<file path="config.mk">
export PLATFORM = sky130hd
export DESIGN_NAME = thp_front
export DESIGN_NICKNAME = d
export VERILOG_FILES = /design/src/sv/thp_pkg.sv /design/src/sv/thp_front.sv
export SDC_FILE = /design/constraint.sdc
export NUM_CORES = 2
export LEC_CHECK = 0
export BUFFER_PORTS_ARGS = -buffer_cell sky130_fd_sc_hd__buf_2
export CAP_MARGIN = 20
export CORE_MARGIN = 4
export CORE_UTILIZATION = 50
export CTS_CLUSTER_DIAMETER = 150
export DETAILED_ROUTE_END_ITERATION = 10
export HOLD_SLACK_MARGIN = 0.15
export PLACE_DENSITY = 0.7
export SLEW_MARGIN = 40
export SYNTH_ARGS = -nofsm -noshare
export SYNTH_HDL_FRONTEND = slang
export SYNTH_SLANG_ARGS = --single-unit
</file>
<file path="constraint.sdc">
create_clock -name clock -period 13.1 [get_ports clock]
set_input_delay 2.62 -clock clock [delete_from_list [all_inputs] [get_ports clock]]
set_output_delay 2.62 -clock clock [all_outputs]
set_load 0.005 [all_outputs]
</file>
<file path="src/sv/thp_pkg.sv">
`timescale 1ns / 1ps
// ----------------------------------------------------------------------------
// thp_pkg
// Shared types, constants and fixed-point helpers of the compensation core.
// ----------------------------------------------------------------------------
package thp_pkg;

   localparam int QDEPTH = 4;
   localparam int QPTR_W = $clog2(QDEPTH);
   localparam int QCNT_W = $clog2(QDEPTH + 1);
   localparam int DIV_W  = 32;
   localparam int PRE_STAGES = 8;

   localparam logic signed [31:0] HUM_MAX = 32'sd419430400;

   typedef enum logic [2:0] {
      CSR_TEMP_CAL    = 3'd0,
      CSR_PRESS_CAL_A = 3'd1,
      CSR_PRESS_CAL_B = 3'd2,
      CSR_PRESS_CAL_C = 3'd3,
      CSR_HUM_CAL_A   = 3'd4,
      CSR_HUM_CAL_B   = 3'd5
   } csr_index_type;

   typedef struct packed {
      logic [47:0] temp;
      logic [47:0] press_a;
      logic [47:0] press_b;
      logic [47:0] press_c;
      logic [31:0] hum_a;
      logic [31:0] hum_b;
   } cal_type;

   typedef struct packed {
      logic [31:0] tf;
      logic [19:0] raw_p;
      logic [15:0] raw_h;
   } q_item_type;

   typedef struct packed {
      logic [31:0] tc;
      logic [31:0] tf;
      logic [16:0] hum;
      logic        invalid;
      logic        dbl;
   } div_side_type;

   // signed divide by 2^k, truncating toward zero
   function automatic logic signed [31:0] sdiv_p2(input logic signed [31:0] v,
                                                  input int unsigned k);
      logic signed [31:0] bias;
      bias = v[31] ? ((32'sd1 <<< k) - 32'sd1) : 32'sd0;
      return (v + bias) >>> k;
   endfunction

   function automatic logic signed [31:0] sext16(input logic [15:0] v);
      return $signed({{16{v[15]}}, v});
   endfunction

   function automatic logic signed [31:0] sext12(input logic [11:0] v);
      return $signed({{20{v[11]}}, v});
   endfunction

   function automatic logic signed [31:0] sext8(input logic [7:0] v);
      return $signed({{24{v[7]}}, v});
   endfunction

endpackage

</file>
<file path="src/sv/thp_front.sv">
`timescale 1ns / 1ps
// ----------------------------------------------------------------------------
// thp_front
// Accepts measurement sets and derives the fine temperature in two stages.
// ----------------------------------------------------------------------------
module thp_front
   import thp_pkg::*;
(
   input  logic        clock,
   input  logic        reset,
   input  cal_type     cal,
   input  logic        in_valid,
   output logic        in_ready,
   input  logic [19:0] raw_t,
   input  logic [19:0] raw_p,
   input  logic [15:0] raw_h,
   output logic        out_valid,
   input  logic        out_ready,
   output q_item_type  out_item
);

   logic               f1_vld_ff, f2_vld_ff;
   logic signed [31:0] f1_m1_ff, f1_dd_ff;
   logic [19:0]        f1_rp_ff, f2_rp_ff;
   logic [15:0]        f1_rh_ff, f2_rh_ff;
   logic signed [31:0] f2_tf_ff;

   logic               fen;
   logic signed [31:0] t2s, t3s, diff_t, dlt, m1_in, dd_in, bm, tf_in;

   assign fen      = !f2_vld_ff || out_ready;
   assign in_ready = fen;

   always_comb begin
      t2s    = sext16(cal.temp[31:16]);
      t3s    = sext16(cal.temp[47:32]);
      diff_t = $signed({15'b0, raw_t[19:3]}) - $signed({15'b0, cal.temp[15:0], 1'b0});
      dlt    = $signed({16'b0, raw_t[19:4]}) - $signed({16'b0, cal.temp[15:0]});
      m1_in  = diff_t * t2s;
      dd_in  = dlt * dlt;
      bm     = (f1_dd_ff >>> 12) * t3s;
      tf_in  = (f1_m1_ff >>> 11) + (bm >>> 14);
   end

   always_ff @(posedge clock) begin
      if (reset) begin
         f1_vld_ff <= 1'b0;
         f2_vld_ff <= 1'b0;
      end else if (fen) begin
         f1_vld_ff <= in_valid;
         f2_vld_ff <= f1_vld_ff;
      end
   end

   always_ff @(posedge clock) begin
      if (fen) begin
         f1_m1_ff <= m1_in;
         f1_dd_ff <= dd_in;
         f1_rp_ff <= raw_p;
         f1_rh_ff <= raw_h;
         f2_tf_ff <= tf_in;
         f2_rp_ff <= f1_rp_ff;
         f2_rh_ff <= f1_rh_ff;
      end
   end

   assign out_valid      = f2_vld_ff;
   assign out_item.tf    = f2_tf_ff;
   assign out_item.raw_p = f2_rp_ff;
   assign out_item.raw_h = f2_rh_ff;

endmodule

</file>
# Word level (Yosys, flattened, before mapping)
# Cells that the tools add are included.
totals:
  ff_bits: 170
classes:
  n_addsub: 3
  mul: 3
  n_reduce_logical: 2
ops:
  columns: ["op", "n"]
  rows:
  - ["$mul A17 B17 Y32", 1]
  - ["$mul A18 B16 Y32", 1]
  - ["$mul A20 B16 Y32", 1]
  - ["$add A21 B18 Y22", 1]
  - ["$sub A17 B17 Y18", 1]
  - ["$sub A16 B16 Y17", 1]
  - ["$logic_not A1 Y1", 1]
  - ["$logic_or A1 B1 Y1", 1]

# Logic depth before layout (Yosys ltp)
logic_depth:
  depth_word: 2
  ltp_mapped: 35

# Least setup slack after synthesis
# OpenSTA, ideal clock, no wires.
synth_path:
  path_kind: "input-to-reg"
  from: "in cal[210] (netlist bit)"
  to: "reg f1_dd_ff[31] (data pin)"
  setup_ns: 0.258
  t_arrival_ns: 9.904
  t_required_ns: 12.842
  path_slack_ns: 2.939
  path_stages: 32
  path_cell_list: "inv_1 > ha_1 > nor2b_1 > o31a_1 > o211ai_2 > a31oi_1 > a31o_2 > a311o_1 > inv_2 > buf_2 > nand2_1 > inv_1 > fa_1 > fa_1 > inv_1 > fa_1 > inv_1 > fa_1 > fa_1 > inv_1 > fa_1 > inv_1 > ha_1 > a21o_1 > a21o_1 > a2111oi_1 > o41ai_1 > a21oi_1 > o31ai_1 > o21ai_0 > nand2b_1 > xnor2_1"
synth_between:
  elab_chain_cells: 2
synth_rtl:
  columns: ["element", "line_no", "text"]
  rows:
  - ["start: declaration", "thp_front.sv:11", "input cal_type cal,"]
  - ["$sub A16 B16 Y17", "thp_front.sv:38", "dlt = $signed({16'b0, raw_t[19:4]}) - $signed({16'b0, cal.temp[15:0]});"]
  - ["$mul A17 B17 Y32", "thp_front.sv:40", "dd_in = dlt * dlt;"]
  - ["named net dd_in[31]", "thp_front.sv:29", "logic signed [31:0] t2s, t3s, diff_t, dlt, m1_in, dd_in, bm, tf_in;"]
  - ["end signal: assignment", "thp_front.sv:58", "f1_dd_ff <= dd_in;"]
  - ["end: declaration", "thp_front.sv:23", "logic signed [31:0] f1_m1_ff, f1_dd_ff;"]
# The timed path passes the listed nets, and every way through them passes these cells.
# A chain may end at the register's enable or synchronous reset.

# Final worst setup path
layout_path:
  from: "in cal[208] (netlist bit)"
  to: "reg f1_dd_ff[31] (data pin)"
# Same word-level chain as after synthesis.

==> results summary <==
The run finished with clean final reports. The setup slack after layout came out at 2.02 ns. Counting stages on the worst path, the most repeated cell is sky130_fd_sc_hd__fa_1. The minimum setup slack after placement is 1.64 ns.

The first-pass GRT wire length is 134 mm. The count of unresolved DRC violations after routing came out at 0. TritonCTS built the clock tree. For this block, the routed nets add up to 80.6 mm of wire.

The synthesized netlist occupies a cell area of roughly 35000 sq um. The die is 273 um tall. The number of flops mapped to enable cells by yosys is 135.

After layout, the minimum clock period comes to 11.08 ns. The number of post-CTS setup repair buffers came out at 0. The most frequently used flop master after synthesis is sky130_fd_sc_hd__edfxtp_1. Dividing the synthesized area by the synthesized cell count gives 9.63 sq um. The post-synthesis sequential element count came out at about 140. The highest fanout seen on the critical path came out at 32. The critical path is of the in -> reg type.

The clock buffer count from CTS is 17. The type of the tightest min-delay check is reg -> reg. The count of cell types in the netlist came out at 72. The pre-antenna-repair detailed-routing pass consisted of 5 iterations.

The upper clock frequency limit is 0.0902 GHz. The quantity of I/O buffers inserted on ports is 174. The initial core utilization is 0.508. The detail route stage leaves a number of antenna-violating nets equal to 0.

The tree is rooted in a sky130_fd_sc_hd__clkbuf_16. Setup repair after global routing left no endpoint under its margin. Of the synthesized area, sequential elements account for 0.117.

The post-synthesis net count is 5053. The leading cell type in the layout, fill and taps excluded is sky130_fd_sc_hd__inv_1. The number of instances resized during post-cts repair came out at 0. For this run, the slowest stage of the critical path takes 0.67 ns. The worst setup path is captured at a flop.

At the end of routability-driven placement, the weighted congestion stood at between 0.8 and 0.9. Compared with the post-synthesis result, the final layout area differs by 7.02%. The vias after detailed routing is 23.8k.

The die covers 74500 sq um. The number of fill cells is slightly above 6k. Of the available clock period, the critical path in the final layout requires 0.846. The summed negative setup slack over all endpoints is 0 ns. The HPWL reported at the end of detailed placement is 64.8 mm. Across all register-to-register paths, the minimum setup slack is 4.47 ns. The data arrival time of the critical path is 11.26 ns. The cell at the slowest stage of the critical path is sky130_fd_sc_hd__fa_1. The initial antenna violation count came out at 1. The required time of the worst setup path came out at 13.28 ns. For this block, the initial DRC count from the detailed router was about 1.1k. The number of global-route vias before repair came out at 26.2k. Counting along the longest clock path gives a buffer depth of 2. The total I/O pin count came out at 386. The H-tree generated during clock tree synthesis spans 4 levels.

The width of the chip is 273 um. The combined global-route utilization of all metal layers came out at 0.226. The worst pin sits at a relative slew slack of 0.415.

In the synthesized netlist, the number of instances is 3644. The cell count of the worst reg-to-reg path came out at 29. The clock-pin slew on the worst setup and hold paths came out at ~0.07 ns. In the layout the commonest cells are sky130_fd_sc_hd__inv_1, sky130_fd_sc_hd__fa_1, sky130_fd_sc_hd__nand2_1, sky130_fd_sc_hd__ha_1, sky130_fd_sc_hd__and2_1. The number of hold buffers added after CTS came out at 0.

Entering global routing, the biggest net connects between 50 and 60 pins. The final hold violation count was 0. On the final layout, the worst clock skew is 0.0170 ns. The number of max-cap violations is 0. The layout cell share with drive strength beyond 1 came out at 0.0703. In the final layout, flip-flops and latches occupy 4090 sq um. Counting instances, the worst hold path has a depth of 0.

The multi-input gate area in the final layout is approximately 27000 sq um. The count of warnings emitted by yosys came out at 0. The mean number of vias per cell is approximately 5.1. The routed wire length per instance is between 15 and 20 um. The max-slew violation total from the final report is 0. The pin slew with the least headroom to its limit came out at 0.876 ns. Counting every sink on the clock net gives 137. The core region area is between 60000 and 70000 sq um.

The total overflow reported by the global router came out at 0. The insertion delay of the later-clocked pin in the worst-skew pair came out at 0.43 ns. The number of antenna cells inserted came out at 0.

Setup violations remaining at the end of the flow were counted as 0. The worst setup path is launched from an input pin. In the synthesized netlist the async set-or-reset flop fraction comes to 0. The net total in the final layout came out at 5150. The total number of placement rows is 96.
==> worst paths after layout <==
path / from / to
min reg2reg: f1_rp_ff[0] / f2_rp_ff[0]
max reg2reg: f1_dd_ff[19] / f2_tf_ff[19]
min: f1_rp_ff[0] / f2_rp_ff[0]
max: cal[208] / f1_dd_ff[31]
==> cell families after synthesis <==
group,share of synthesized area
AOI/OAI and AO/OA,0.0388
xor gates and xnor gates,0.0319
adders and majority gates,0.564
buffers and inverters,0.125
DFF,0.117
muxes,0.000285
and+or+nand+nor,0.123
==> worst max-delay path, delay by kind of cell <==
family | cells | cell delay, ns
adder cells (fa/ha/maj) | 9 | 4.16
AO/OA/AOI/OAI | 11 | 2.75
buffers and inverters | 8 | 1.10
AND/OR/NAND/NOR | 3 | 0.48
XOR/XNOR | 1 | 0.12
==> cell type report <==
cell class                      instances  share of cell area
Clock inverter                         15             0.00553
Inverter                             1023               0.102
Sequential cell                       137               0.109
Clock buffer                           17              0.0113
Timing Repair Buffer                  208              0.0300
Tap cell                              931              0.0310
Multi-Input combinational cell       2354               0.711
==> registers in the layout, summed over array words and instances (netlist names) <==
| name | flops |
|---|---|
| f2_tf_ff | 22 |
| f1_m1_ff | 21 |
| f1_rh_ff | 16 |
| out_valid | 1 |
| f1_rp_ff | 20 |
| f2_rh_ff | 16 |
| f1_vld_ff | 1 |
| f2_rp_ff | 20 |
| f1_dd_ff | 20 |
==> per-layer routing <==
| metal | vias up | global-route usage | routed length [um] |
|---|---|---|---|
| li1 | 10800 | - | - |
| met1 | 12100 | 0.294 | 32500 |
| met4 | 0 | 0.0639 | 2350 |
| met2 | 683 | 0.396 | 40500 |
| met5 | - | 0 | 0 |
| met3 | 137 | 0.0355 | 5280 |
==> Yosys cell counts, drive strengths merged (3+ instances only) <==
master / number / share of area
xnor2: 99 / 0.025
nor2: 150 / 0.016
and3: 3 / 0.00053
a31oi: 7 / 0.0012
o311ai: 3 / 0.00096
xor2: 28 / 0.0070
nand2b: 32 / 0.0057
a21o: 31 / 0.0066
a21boi: 3 / 0.00064
nand2: 440 / 0.047
inv: 1020 / 0.11
and4: 4 / 0.0010
nor2b: 33 / 0.0059
o31a: 3 / 0.00075
edfxtp: 135 / 0.12
and2: 223 / 0.040
fa: 818 / 0.47
buf: 22 / 0.0037
a21oi: 61 / 0.0087
ha: 275 / 0.098
o41ai: 3 / 0.00096
clkinv: 3 / 0.00032
o22ai: 3 / 0.00053
a31o: 3 / 0.00075
nand3: 13 / 0.0019
nand4: 4 / 0.00071
a211oi: 6 / 0.0014
o21a: 15 / 0.0032
o31ai: 5 / 0.0012
a2111oi: 4 / 0.0011
clkbuf: 108 / 0.012
nor3: 19 / 0.0027
a311oi: 3 / 0.00093
o21ai: 33 / 0.0048
==> per-stage QoR <==
stage               utilization  hold WS, ns  instance area, sq um  cells
finish                    0.544        0.416                 37600   4685
global route              0.544        0.427                 37600   4685
CTS                       0.544        0.416                 37600   4685
detailed placement        0.535        0.405                 36900   4653
global placement          0.535        0.400                 36900   4653
floorplan                     -        0.400                 35100   3644
Power is not shown: default switching activity piles up to over one toggle a cycle in this logic, so the estimate is an artifact.
