<file path="config.mk">
export PLATFORM = sky130hd
export DESIGN_NAME = thp_queue
export DESIGN_NICKNAME = d
export VERILOG_FILES = /design/src/sv/thp_pkg.sv /design/src/sv/thp_queue.sv
export SDC_FILE = /design/constraint.sdc
export NUM_CORES = 1
export LEC_CHECK = 0
export ABC_CLOCK_PERIOD_IN_PS = 3200
export BUFFER_PORTS_ARGS = -buffer_cell sky130_fd_sc_hd__clkbuf_2
export CAP_MARGIN = 10
export CORE_MARGIN = 2
export CORE_UTILIZATION = 44
export CTS_CLUSTER_SIZE = 25
export DETAILED_ROUTE_END_ITERATION = 10
export GPL_TIMING_DRIVEN = 0
export PLACE_DENSITY = 0.65
export SYNTH_ARGS = -nofsm -noshare
export SYNTH_HDL_FRONTEND = slang
export SYNTH_SLANG_ARGS = --single-unit
export TNS_END_PERCENT = 5
</file>
<file path="constraint.sdc">
create_clock -name clock -period 3.2 [get_ports clock]
set_input_delay 0.64 -clock clock [delete_from_list [all_inputs] [get_ports clock]]
set_output_delay 0.64 -clock clock [all_outputs]
set_load 0.01 [all_outputs]
</file>
<file path="src/sv/thp_pkg.sv">
`timescale 1ns / 1ps
// ----------------------------------------------------------------------------
// thp_pkg
// Shared types, constants and fixed-point helpers of the compensation core.
// ----------------------------------------------------------------------------
package thp_pkg;

   localparam int QDEPTH = 4;
   localparam int QPTR_W = $clog2(QDEPTH);
   localparam int QCNT_W = $clog2(QDEPTH + 1);
   localparam int DIV_W  = 32;
   localparam int PRE_STAGES = 8;

   localparam logic signed [31:0] HUM_MAX = 32'sd419430400;

   typedef enum logic [2:0] {
      CSR_TEMP_CAL    = 3'd0,
      CSR_PRESS_CAL_A = 3'd1,
      CSR_PRESS_CAL_B = 3'd2,
      CSR_PRESS_CAL_C = 3'd3,
      CSR_HUM_CAL_A   = 3'd4,
      CSR_HUM_CAL_B   = 3'd5
   } csr_index_type;

   typedef struct packed {
      logic [47:0] temp;
      logic [47:0] press_a;
      logic [47:0] press_b;
      logic [47:0] press_c;
      logic [31:0] hum_a;
      logic [31:0] hum_b;
   } cal_type;

   typedef struct packed {
      logic [31:0] tf;
      logic [19:0] raw_p;
      logic [15:0] raw_h;
   } q_item_type;

   typedef struct packed {
      logic [31:0] tc;
      logic [31:0] tf;
      logic [16:0] hum;
      logic        invalid;
      logic        dbl;
   } div_side_type;

   // signed divide by 2^k, truncating toward zero
   function automatic logic signed [31:0] sdiv_p2(input logic signed [31:0] v,
                                                  input int unsigned k);
      logic signed [31:0] bias;
      bias = v[31] ? ((32'sd1 <<< k) - 32'sd1) : 32'sd0;
      return (v + bias) >>> k;
   endfunction

   function automatic logic signed [31:0] sext16(input logic [15:0] v);
      return $signed({{16{v[15]}}, v});
   endfunction

   function automatic logic signed [31:0] sext12(input logic [11:0] v);
      return $signed({{20{v[11]}}, v});
   endfunction

   function automatic logic signed [31:0] sext8(input logic [7:0] v);
      return $signed({{24{v[7]}}, v});
   endfunction

endpackage

</file>
<file path="src/sv/thp_queue.sv">
`timescale 1ns / 1ps
// ----------------------------------------------------------------------------
// thp_queue
// Small FIFO between the temperature front end and the back end.
// ----------------------------------------------------------------------------
module thp_queue
   import thp_pkg::*;
(
   input  logic       clock,
   input  logic       reset,
   input  logic       wr_valid,
   output logic       wr_ready,
   input  q_item_type wr_item,
   output logic       rd_valid,
   input  logic       rd_ready,
   output q_item_type rd_item
);

   q_item_type        mem_ff [QDEPTH];
   logic [QPTR_W-1:0] wr_ptr_ff, rd_ptr_ff;
   logic [QCNT_W-1:0] cnt_ff;
   logic              push, pop;

   assign wr_ready = (cnt_ff != QCNT_W'(QDEPTH));
   assign rd_valid = (cnt_ff != '0);
   assign push     = wr_valid && wr_ready;
   assign pop      = rd_valid && rd_ready;
   assign rd_item  = mem_ff[rd_ptr_ff];

   always_ff @(posedge clock) begin
      if (reset) begin
         wr_ptr_ff <= '0;
         rd_ptr_ff <= '0;
         cnt_ff    <= '0;
      end else begin
         if (push) wr_ptr_ff <= wr_ptr_ff + 1'b1;
         if (pop) rd_ptr_ff <= rd_ptr_ff + 1'b1;
         case ({push, pop})
            2'b10:   cnt_ff <= cnt_ff + 1'b1;
            2'b01:   cnt_ff <= cnt_ff - 1'b1;
            default: cnt_ff <= cnt_ff;
         endcase
      end
   end

   always_ff @(posedge clock) begin
      if (push) mem_ff[wr_ptr_ff] <= wr_item;
   end

endmodule

</file>
After elaboration in Yosys (flattened, before gate mapping):

Memory sizes are Yosys's and may differ from the RTL's. A register that Yosys moved wholly into a read port is not among the register bits.
Cells that the tools add are included.

* logic and storage cells: 20
* memories: 1
* bits of input ports: 72
* bits in registers: 7
* memory bits (writable): 272
* output and inout port bits: 70

Memory list
* mem_ff: depth 4, bits a word 68, rd ports 1, clocked after memory_dff 1, wr ports 1, line thp_queue.sv:19 `q_item_type mem_ff [QDEPTH];`

* eq/ne operators: 3
* reduce and logical (&&, ||, !) cells: 4
* muxes and demuxes: 5
* add/subtract/negate cells: 4

Operators by type and width (number)
* $pmux 3 s2: 1
* $add 2x1->2 const B: 2
* $mux 2: 2
* $add 3x1->3 const B: 1
* $ne 3x3->1 const B: 1
* $reduce_bool 3->1: 1
* $sub 3x1->3 const B: 1
* $eq 2x1->1 const B: 1
* $eq 2x2->1 const B: 1
* $logic_and 1x1->1: 2
* $mux 1: 2
* $reduce_bool 2->1: 1

Longest topological paths before layout:

Gate-level depths: netlist (run 1).

* depth after elaboration: 4
* gate-level depth with buffers: 9
* depth with buffers taken out: 9

Least setup slack after synthesis (run 1):

OpenSTA, ideal clock, no wires.

* path kind: input to register
* from: in wr_valid
* to: mem mem_ff[2][0] (netlist name) (enable)
* library setup time: 0.433 ns
* slack: 0.118 ns
* buffers on the path: 0
* stages: 2
* required time: 2.767 ns
* arrival: 2.649 ns
* cells stage by stage: a21boi_1 > and2_1

* word-level cells in the longest chain between the ends: 3

Ends and longest elaborated chain
* start: declaration: line thp_queue.sv:11 `input logic wr_valid,`
* $logic_and 1x1->1: line thp_queue.sv:26 `assign push = wr_valid && wr_ready;`
* $mux 1: line thp_queue.sv:47 `if (push) mem_ff[wr_ptr_ff] <= wr_item;`
* $mux 1 (implied by the code): line thp_queue.sv:47
* end: declaration: line thp_queue.sv:19

Every way passes these cells.

==> impl_metrics.json, run 1 <==
{
  "ys_top_cells_by_count": "edfxtp_1 (272), mux4_2 (68), dfxtp_1 (9), nor2_1 (9), inv_1 (6)",
  "final_nets": 661,
  "syn_area_um2": 10300,
  "ios": 142,
  "fp.dieH_um": 157,
  "dr.pass1.iters": 4,
  "crit-reg2reg-launch": "cnt_ff[1]",
  "period_needed_ns": 2.76,
  "register_area_um2": 8350,
  "critPathMaxStageDelay_ns": 0.36,
  "post_cts_buffers": 0,
  "n_antenna_cell": 0,
  "synth_edf_count": 272,
  "slew_violations": 0,
  "coreArea_um2": 23300,
  "synthTopCellsByArea": "edfxtp_1 (79%), mux4_2 (15%), dfxtp_1 (1.7%)",
  "top_usage_layer": "met2",
  "rsz0062_at_grt": "no",
  "r2r-end": "cnt_ff[2]",
  "vias_per_cell": 5.10,
  "synth_top_area_share_pct": 79.2,
  "routed-via-count": 4704,
  "gp_congestion": 0.740,
  "track_usage_pct": 15.1,
  "path_max_fanout": 10,
  "cts.repair.resized": 0,
  "synth_seq_area_share_pct": 81.0,
  "grt_use_met3_pct": 3.03,
  "multi_input_area_um2": 1810,
  "hold_depth": 1,
  "grt_max_degree": 49,
  "clockBufferDepth": 3,
  "cp_common_cell": "buf_2",
  "cts_tree": "yes",
  "yosysUniqueCellTypes": 25,
  "h-tree-depth": 1,
  "crit_required_ns": 2.56,
  "fillers": 1854,
  "avgRoutedWirePerCell_um": 20.0,
  "start_util_pct": 44.3,
  "drive_above_1_share_pct": 45.0,
  "postSynthCellCount": 408,
  "reg2reg_slack_ns": 0.87,
  "yosysMostFrequentCell": "edfxtp_1",
  "dieArea_um2": 24700,
  "grt-ovfl-total": 0,
  "power_mw": 10.2,
  "p_per_area_nw_per_um2": 819,
  "finClkSkew_ns": 0.00651,
  "routed_wl_um": 18500,
  "min_to": "mem_ff[3][3]",
  "yosysWarnings": 0,
  "cts_hold_buf": 0,
  "clkSlewWorstSetupHoldPaths_ns": 0.06,
  "critPathBufInv": 4,
  "drc": 0,
  "insertion_delay_ns": 0.52,
  "grt_use_met1_pct": 19.7,
  "endpoint_kind": "output pin",
  "status": "finished, final reports clean",
  "reg2reg_depth": 9,
  "syn-num-nets": 486,
  "critical-path-top-delay-family": "buffers and inverters",
  "ys_ff_latch": 281,
  "die_w_um": 157,
  "yosysTopAreaCell": "edfxtp_1",
  "tightest_slew_ns": 0.661,
  "max_freq_mhz": 362,
  "rows": 56,
  "cts_inserted_buffers": 29,
  "max_cap_viol_count": 0,
  "power_leakage_nw": 4.24,
  "drt-initial-drc-count": 219,
  "cts.sinks": 281,
  "dp_hpwl_um": 11100,
  "synth_ff_type": "edfxtp_1",
  "worst_setup_path_start_kind": "register",
  "slew_headroom_pct": 55.9,
  "ir_drop_uv": 478,
  "io_buffers": 140,
  "hold_viol_final": 0,
  "finalSetupViolations": 0,
  "final_core_util_pct": 53.7,
  "grt_pass1_vias": 5145,
  "grt_use_met2_pct": 26.1,
  "antenna_found_initial": 0,
  "cts-root-buf": "clkbuf_16",
  "path_class": "register to output pin",
  "holdCritPathClass": "input port to register",
  "finalCritPeriodShare_pct": 86.3,
  "worstPathArrival_ns": 2.12,
  "synthToLayoutAreaGrowth_pct": 21.2,
  "crit_slowest_cell": "mux4_2",
  "syn_avg_cell_area_um2": 25.3,
  "grt_pass1_wl_um": 28400,
  "min_from": "wr_item[3]",
  "antenna_left": 0,
  "path_cells": "buf_2 -> buf_2 -> buf_2 -> mux4_2 -> clkbuf_2",
  "async_flop_share_pct": 0
}
[cell type report]
type	count	share of cell area, %
Tap cell	319	3.19
Sequential cell	281	66.8
Clock inverter	19	1.79
Inverter	6	0.180
Timing Repair Buffer	144	6.49
Clock buffer	33	5.93
Buffer	17	1.12
Multi-Input combinational cell	104	14.5
[sequential cells by signal (all words and copies together) (netlist names), named ones only]
signal	flops
rd_ptr_ff	2
cnt_ff	3
mem_ff	272
wr_ptr_ff	2
[where the power goes]
group,leakage [nW],switching [mW],internal (mW)
clock,0.473,1.31,2.06
combinational,1.20,1.18,1.16
sequential,2.57,0.0902,4.43
total,4.24,2.58,7.65
[per-stage QoR]
stage                     setup slack [ns]  hold WS (ns)  setup TNS [ns]  area (um2)  std cells
after CTS                            0.330         0.294               0       12500        923
after global placement               -1.38         0.491         -371.18       11400        867
after global routing                 0.287         0.313               0       12500        923
after detailed placement             0.688         0.524               0       11500        871
after floorplan                      0.118         0.482               0       10300        408
final                                0.439         0.329               0       12500        923
[placed cells by master (no fill, tap or decap)]
cell / n
edfxtp_1: 272
clkbuf_2: 140
mux4_2: 68
clkbuf_16: 29
clkbuf_1: 9
nor2_1: 9
dfxtp_1: 9
inv_1: 6
clkinv_2: 6
ha_1: 5
bufinv_16: 5
clkinv_1: 5
buf_2: 4
buf_4: 4
and2_4: 4
buf_16: 4
buf_12: 3
xor2_1: 3
or3_1: 2
a21oi_1: 2
nand2b_1: 2
o31a_1: 1
buf_6: 1
nand2_1: 1
a21boi_1: 1
mux2_2: 1
xnor2_1: 1
o311ai_0: 1
mux2i_1: 1
o21ai_0: 1
fa_1: 1
clkinv_4: 1
clkinvlp_4: 1
inv_6: 1
[logic make-up (layout without fill, tap and decap cells)]
logic type	after synthesis	in the layout	synth area share, %
and+or+nand+nor	18	18	0.849
muxes	70	70	15.1
AOI/OAI and AO/OA	6	6	0.388
buffers and inverters	23	219	1.58
DFF	281	281	81.0
adders and majority gates	6	6	0.801
xor gates and xnor gates	4	4	0.340
[how the worst max path moves through the flow]
stage | endpoint | slack [ns] | start | cells after the start
after floorplan | mem_ff[2][0] | 0.12 | wr_valid | 2
after global placement | mem_ff[0][32] | -1.38 | wr_valid | 3
after detailed placement | cnt_ff[2] | 0.69 | wr_valid | 9
after CTS | rd_item[45] | 0.33 | register | 5
after global routing | rd_item[41] | 0.29 | register | 5
final | rd_item[45] | 0.44 | register | 5
[worst register-to-register path: cells and delay by family (launching register included)]
kind                       cells  cell delay (ns)
AOI/OAI and AO/OA              2             0.69
xor gates and xnor gates       1             0.07
adders and majority gates      2             0.44
buffers and inverters          2             0.21
DFF                            1             0.44
and+or+nand+nor                2             0.41
[per-layer routing]
metal	part of all wire [%]	wire, um
met1	41	7500
met2	51	9360
met3	6.4	1180
met4	2.2	414
met5	0	0
(Power assumes the default switching activity.)
==> run 2, diff against run 1 <==
- ABC_AREA: not set -> 1
- PLACE_DENSITY: 0.65 -> 0.75
==> run 2 against run 1 <==
Compared with the run above:
- maximum frequency down 1.6%
- area after synthesis up 2.2%
- sequential share of layout area down 1.0 points
- routed wire length up 28%
- register-to-register slack better by 0.04 ns
- via count up 40%
- non-clock buffer count up 31
- sequential power down 2%
- power down 3.3%
- clock skew up 0.0033 ns
- clock power down 9.5%
- critical endpoint is now rd_item[8]
- highest routed layer unchanged
==> impl_metrics.json, run 2 <==
{
  "status": "finished, final reports clean",
  "pre_cts_slack_ns": 0.695,
  "final_nets": 982,
  "cts.sinks": 281,
  "start_util_pct": 44.9,
  "h-tree-depth": 1,
  "synth_ff_type": "edfxtp_1",
  "coreArea_um2": 23500,
  "placed_area_um2": 11800,
  "path_max_fanout": 10,
  "cts_inserted_buffers": 28,
  "finalSetupViolations": 0,
  "yosysMostFrequentCell": "edfxtp_1",
  "grt-ovfl-total": 0,
  "die_w_um": 159,
  "ys_top_cells_by_count": "edfxtp_1 (272), nor2_1 (146), o21ai_0 (133)",
  "syn_avg_cell_area_um2": 14.5,
  "syn_area_um2": 10500,
  "period_needed_ns": 2.81,
  "async_flop_share_pct": 0,
  "clockBufferDepth": 3,
  "dr.pass1.iters": 5,
  "insertion_delay_ns": 0.53,
  "finalCritPeriodShare_pct": 87.7,
  "syn-num-nets": 803,
  "slew_headroom_pct": 51.9,
  "setup_ws_ns": 0.394,
  "worst_setup_path_start_kind": "register",
  "post_cts_buffers": 0,
  "power_leakage_nw": 4.53,
  "synth_edf_count": 272,
  "clkSlewWorstSetupHoldPaths_ns": 0.06,
  "grt_pass1_wl_um": 36000,
  "endpoint_kind": "output pin",
  "fillers": 1912,
  "antenna_left": 0,
  "cts-root-buf": "clkbuf_16",
  "top_regs": "mem_ff (272), cnt_ff (3)",
  "ys_ff_latch": 281,
  "yosysUniqueCellTypes": 19,
  "ir_drop_uv": 554,
  "synth_seq_area_share_pct": 79.2,
  "fp.dieH_um": 159,
  "crit_required_ns": 2.56,
  "ios": 142,
  "finClkSkew_ns": 0.00976,
  "yosysWarnings": 0,
  "largest_register_ffs": 272,
  "worstPathArrival_ns": 2.17,
  "grt_pass1_vias": 6721,
  "drt-initial-drc-count": 518,
  "routed-via-count": 6563,
  "top_register": "mem_ff",
  "drive_above_1_share_pct": 24.5,
  "vias_per_cell": 5.28,
  "drc": 0,
  "routed_wl_um": 23600,
  "holdCritPathClass": "input port to register",
  "tightest_slew_ns": 0.719,
  "synthToLayoutAreaGrowth_pct": 20.4,
  "layout_common_cells": "edfxtp_1 (272), clkbuf_2 (150), nor2_1 (142)",
  "yosysTopAreaCell": "edfxtp_1",
  "synthTopCellsByArea": "edfxtp_1 (78%), o21ai_0 (6.3%), nor2_1 (5.2%)",
  "cts_tree": "yes",
  "postLayoutCellArea_um2": 12700,
  "avgRoutedWirePerCell_um": 19.0,
  "hold_viol_final": 0,
  "dp_hpwl_um": 14500,
  "hold_depth": 1,
  "layout_commonest_cell": "edfxtp_1",
  "track_usage_pct": 18.3,
  "reg2reg_depth": 6,
  "max_freq_mhz": 356,
  "p_per_area_nw_per_um2": 780,
  "grt_max_degree": 31,
  "gp_congestion": 0.727,
  "rsz0062_at_grt": "no",
  "synth_top_area_share_pct": 77.5,
  "rows": 56,
  "cts_hold_buf": 0,
  "dieArea_um2": 25200,
  "max_cap_viol_count": 0,
  "antenna_found_initial": 1,
  "io_buffers": 141,
  "postSynthCellCount": 725,
  "slew_violations": 0,
  "path_class": "register to output pin",
  "cts.repair.resized": 0
}
## run 2: changes by cell type after synthesis, sizes merged, moves of 5 or more
| cell | delta |
|---|---|
| inv | +12 |
| mux4 | -68 |
| o22ai | +68 |
| nand2 | +14 |
| clkbuf | +17 |
| nand3 | +5 |
| o21ai | +137 |
| buf | +9 |
| nor2 | +137 |
## run 2: kinds of logic after synthesis
group	Yosys count	share of synthesized area [%]
AND/OR/NAND/NOR	166	5.97
AO/OA/AOI/OAI	211	10.8
adder cells (fa/ha/maj)	6	0.784
buffers and inverters	61	3.18
flip-flops	281	79.2
## run 2: final cells by class
type                       instances  area (um2)  share of cell area [%]
tap                              319         399                    3.15
sequential                       281        8350                    65.8
inverter                          18        72.6                   0.572
antenna                            1        2.50                  0.0197
timing repair buffer             149         866                    6.83
buffer                            43         263                    2.07
clock buffer                      38         769                    6.07
multi-input combinational        383        1880                    14.8
clock inverter                    12        81.3                   0.641
## run 2: critical path: stages (launching register included)
cell,delay (ns)
dfxtp_1,0.42
inv_2,0.20
clkbuf_1,0.40
o21ai_0,0.20
o22ai_1,0.23
clkbuf_2,0.18
## run 2: power breakdown
part	total (mW)	internal, mW	switching (mW)
sequential	4.45	4.37	0.0817
clock	3.05	1.75	1.30
combinational	2.40	0.811	1.59
total	9.90	6.93	2.97
## run 2: per-stage QoR
stage / utilization (%) / std cells / total power [mW] / TNS, ns / hold slack (ns)
2_1_floorplan: - / 725 / 5.90 / -252.79 / 0.459
3_3_place_gp: 49.6 / 1185 / 6.89 / -875.94 / 0.488
3_5_place_dp: 50.4 / 1193 / 6.94 / 0 / 0.502
4_1_cts: 54.0 / 1243 / 9.97 / 0 / 0.299
5_1_grt: 54.0 / 1244 / 10.3 / 0 / 0.301
6_report: 54.0 / 1244 / 9.90 / 0 / 0.327
## run 2: routing by layer
layer  GRT usage, %  vias up  wire [um]
li1               -     3072          -
met3           3.08       39       1270
met2           32.6      193      12200
met4           5.34        0        517
met1           23.1     3259       9660
met5              0        -          0
## run 2: path summary, 6_finish.rpt
kind,end,startpoint,slack (ns)
hold reg to reg,wr_ptr_ff[0],wr_ptr_ff[0],0.51
setup / recovery,rd_item[8],register,0.39
hold / removal,mem_ff[3][33],wr_item[33],0.33
setup reg to reg,mem_ff[0][31],cnt_ff[1],0.91
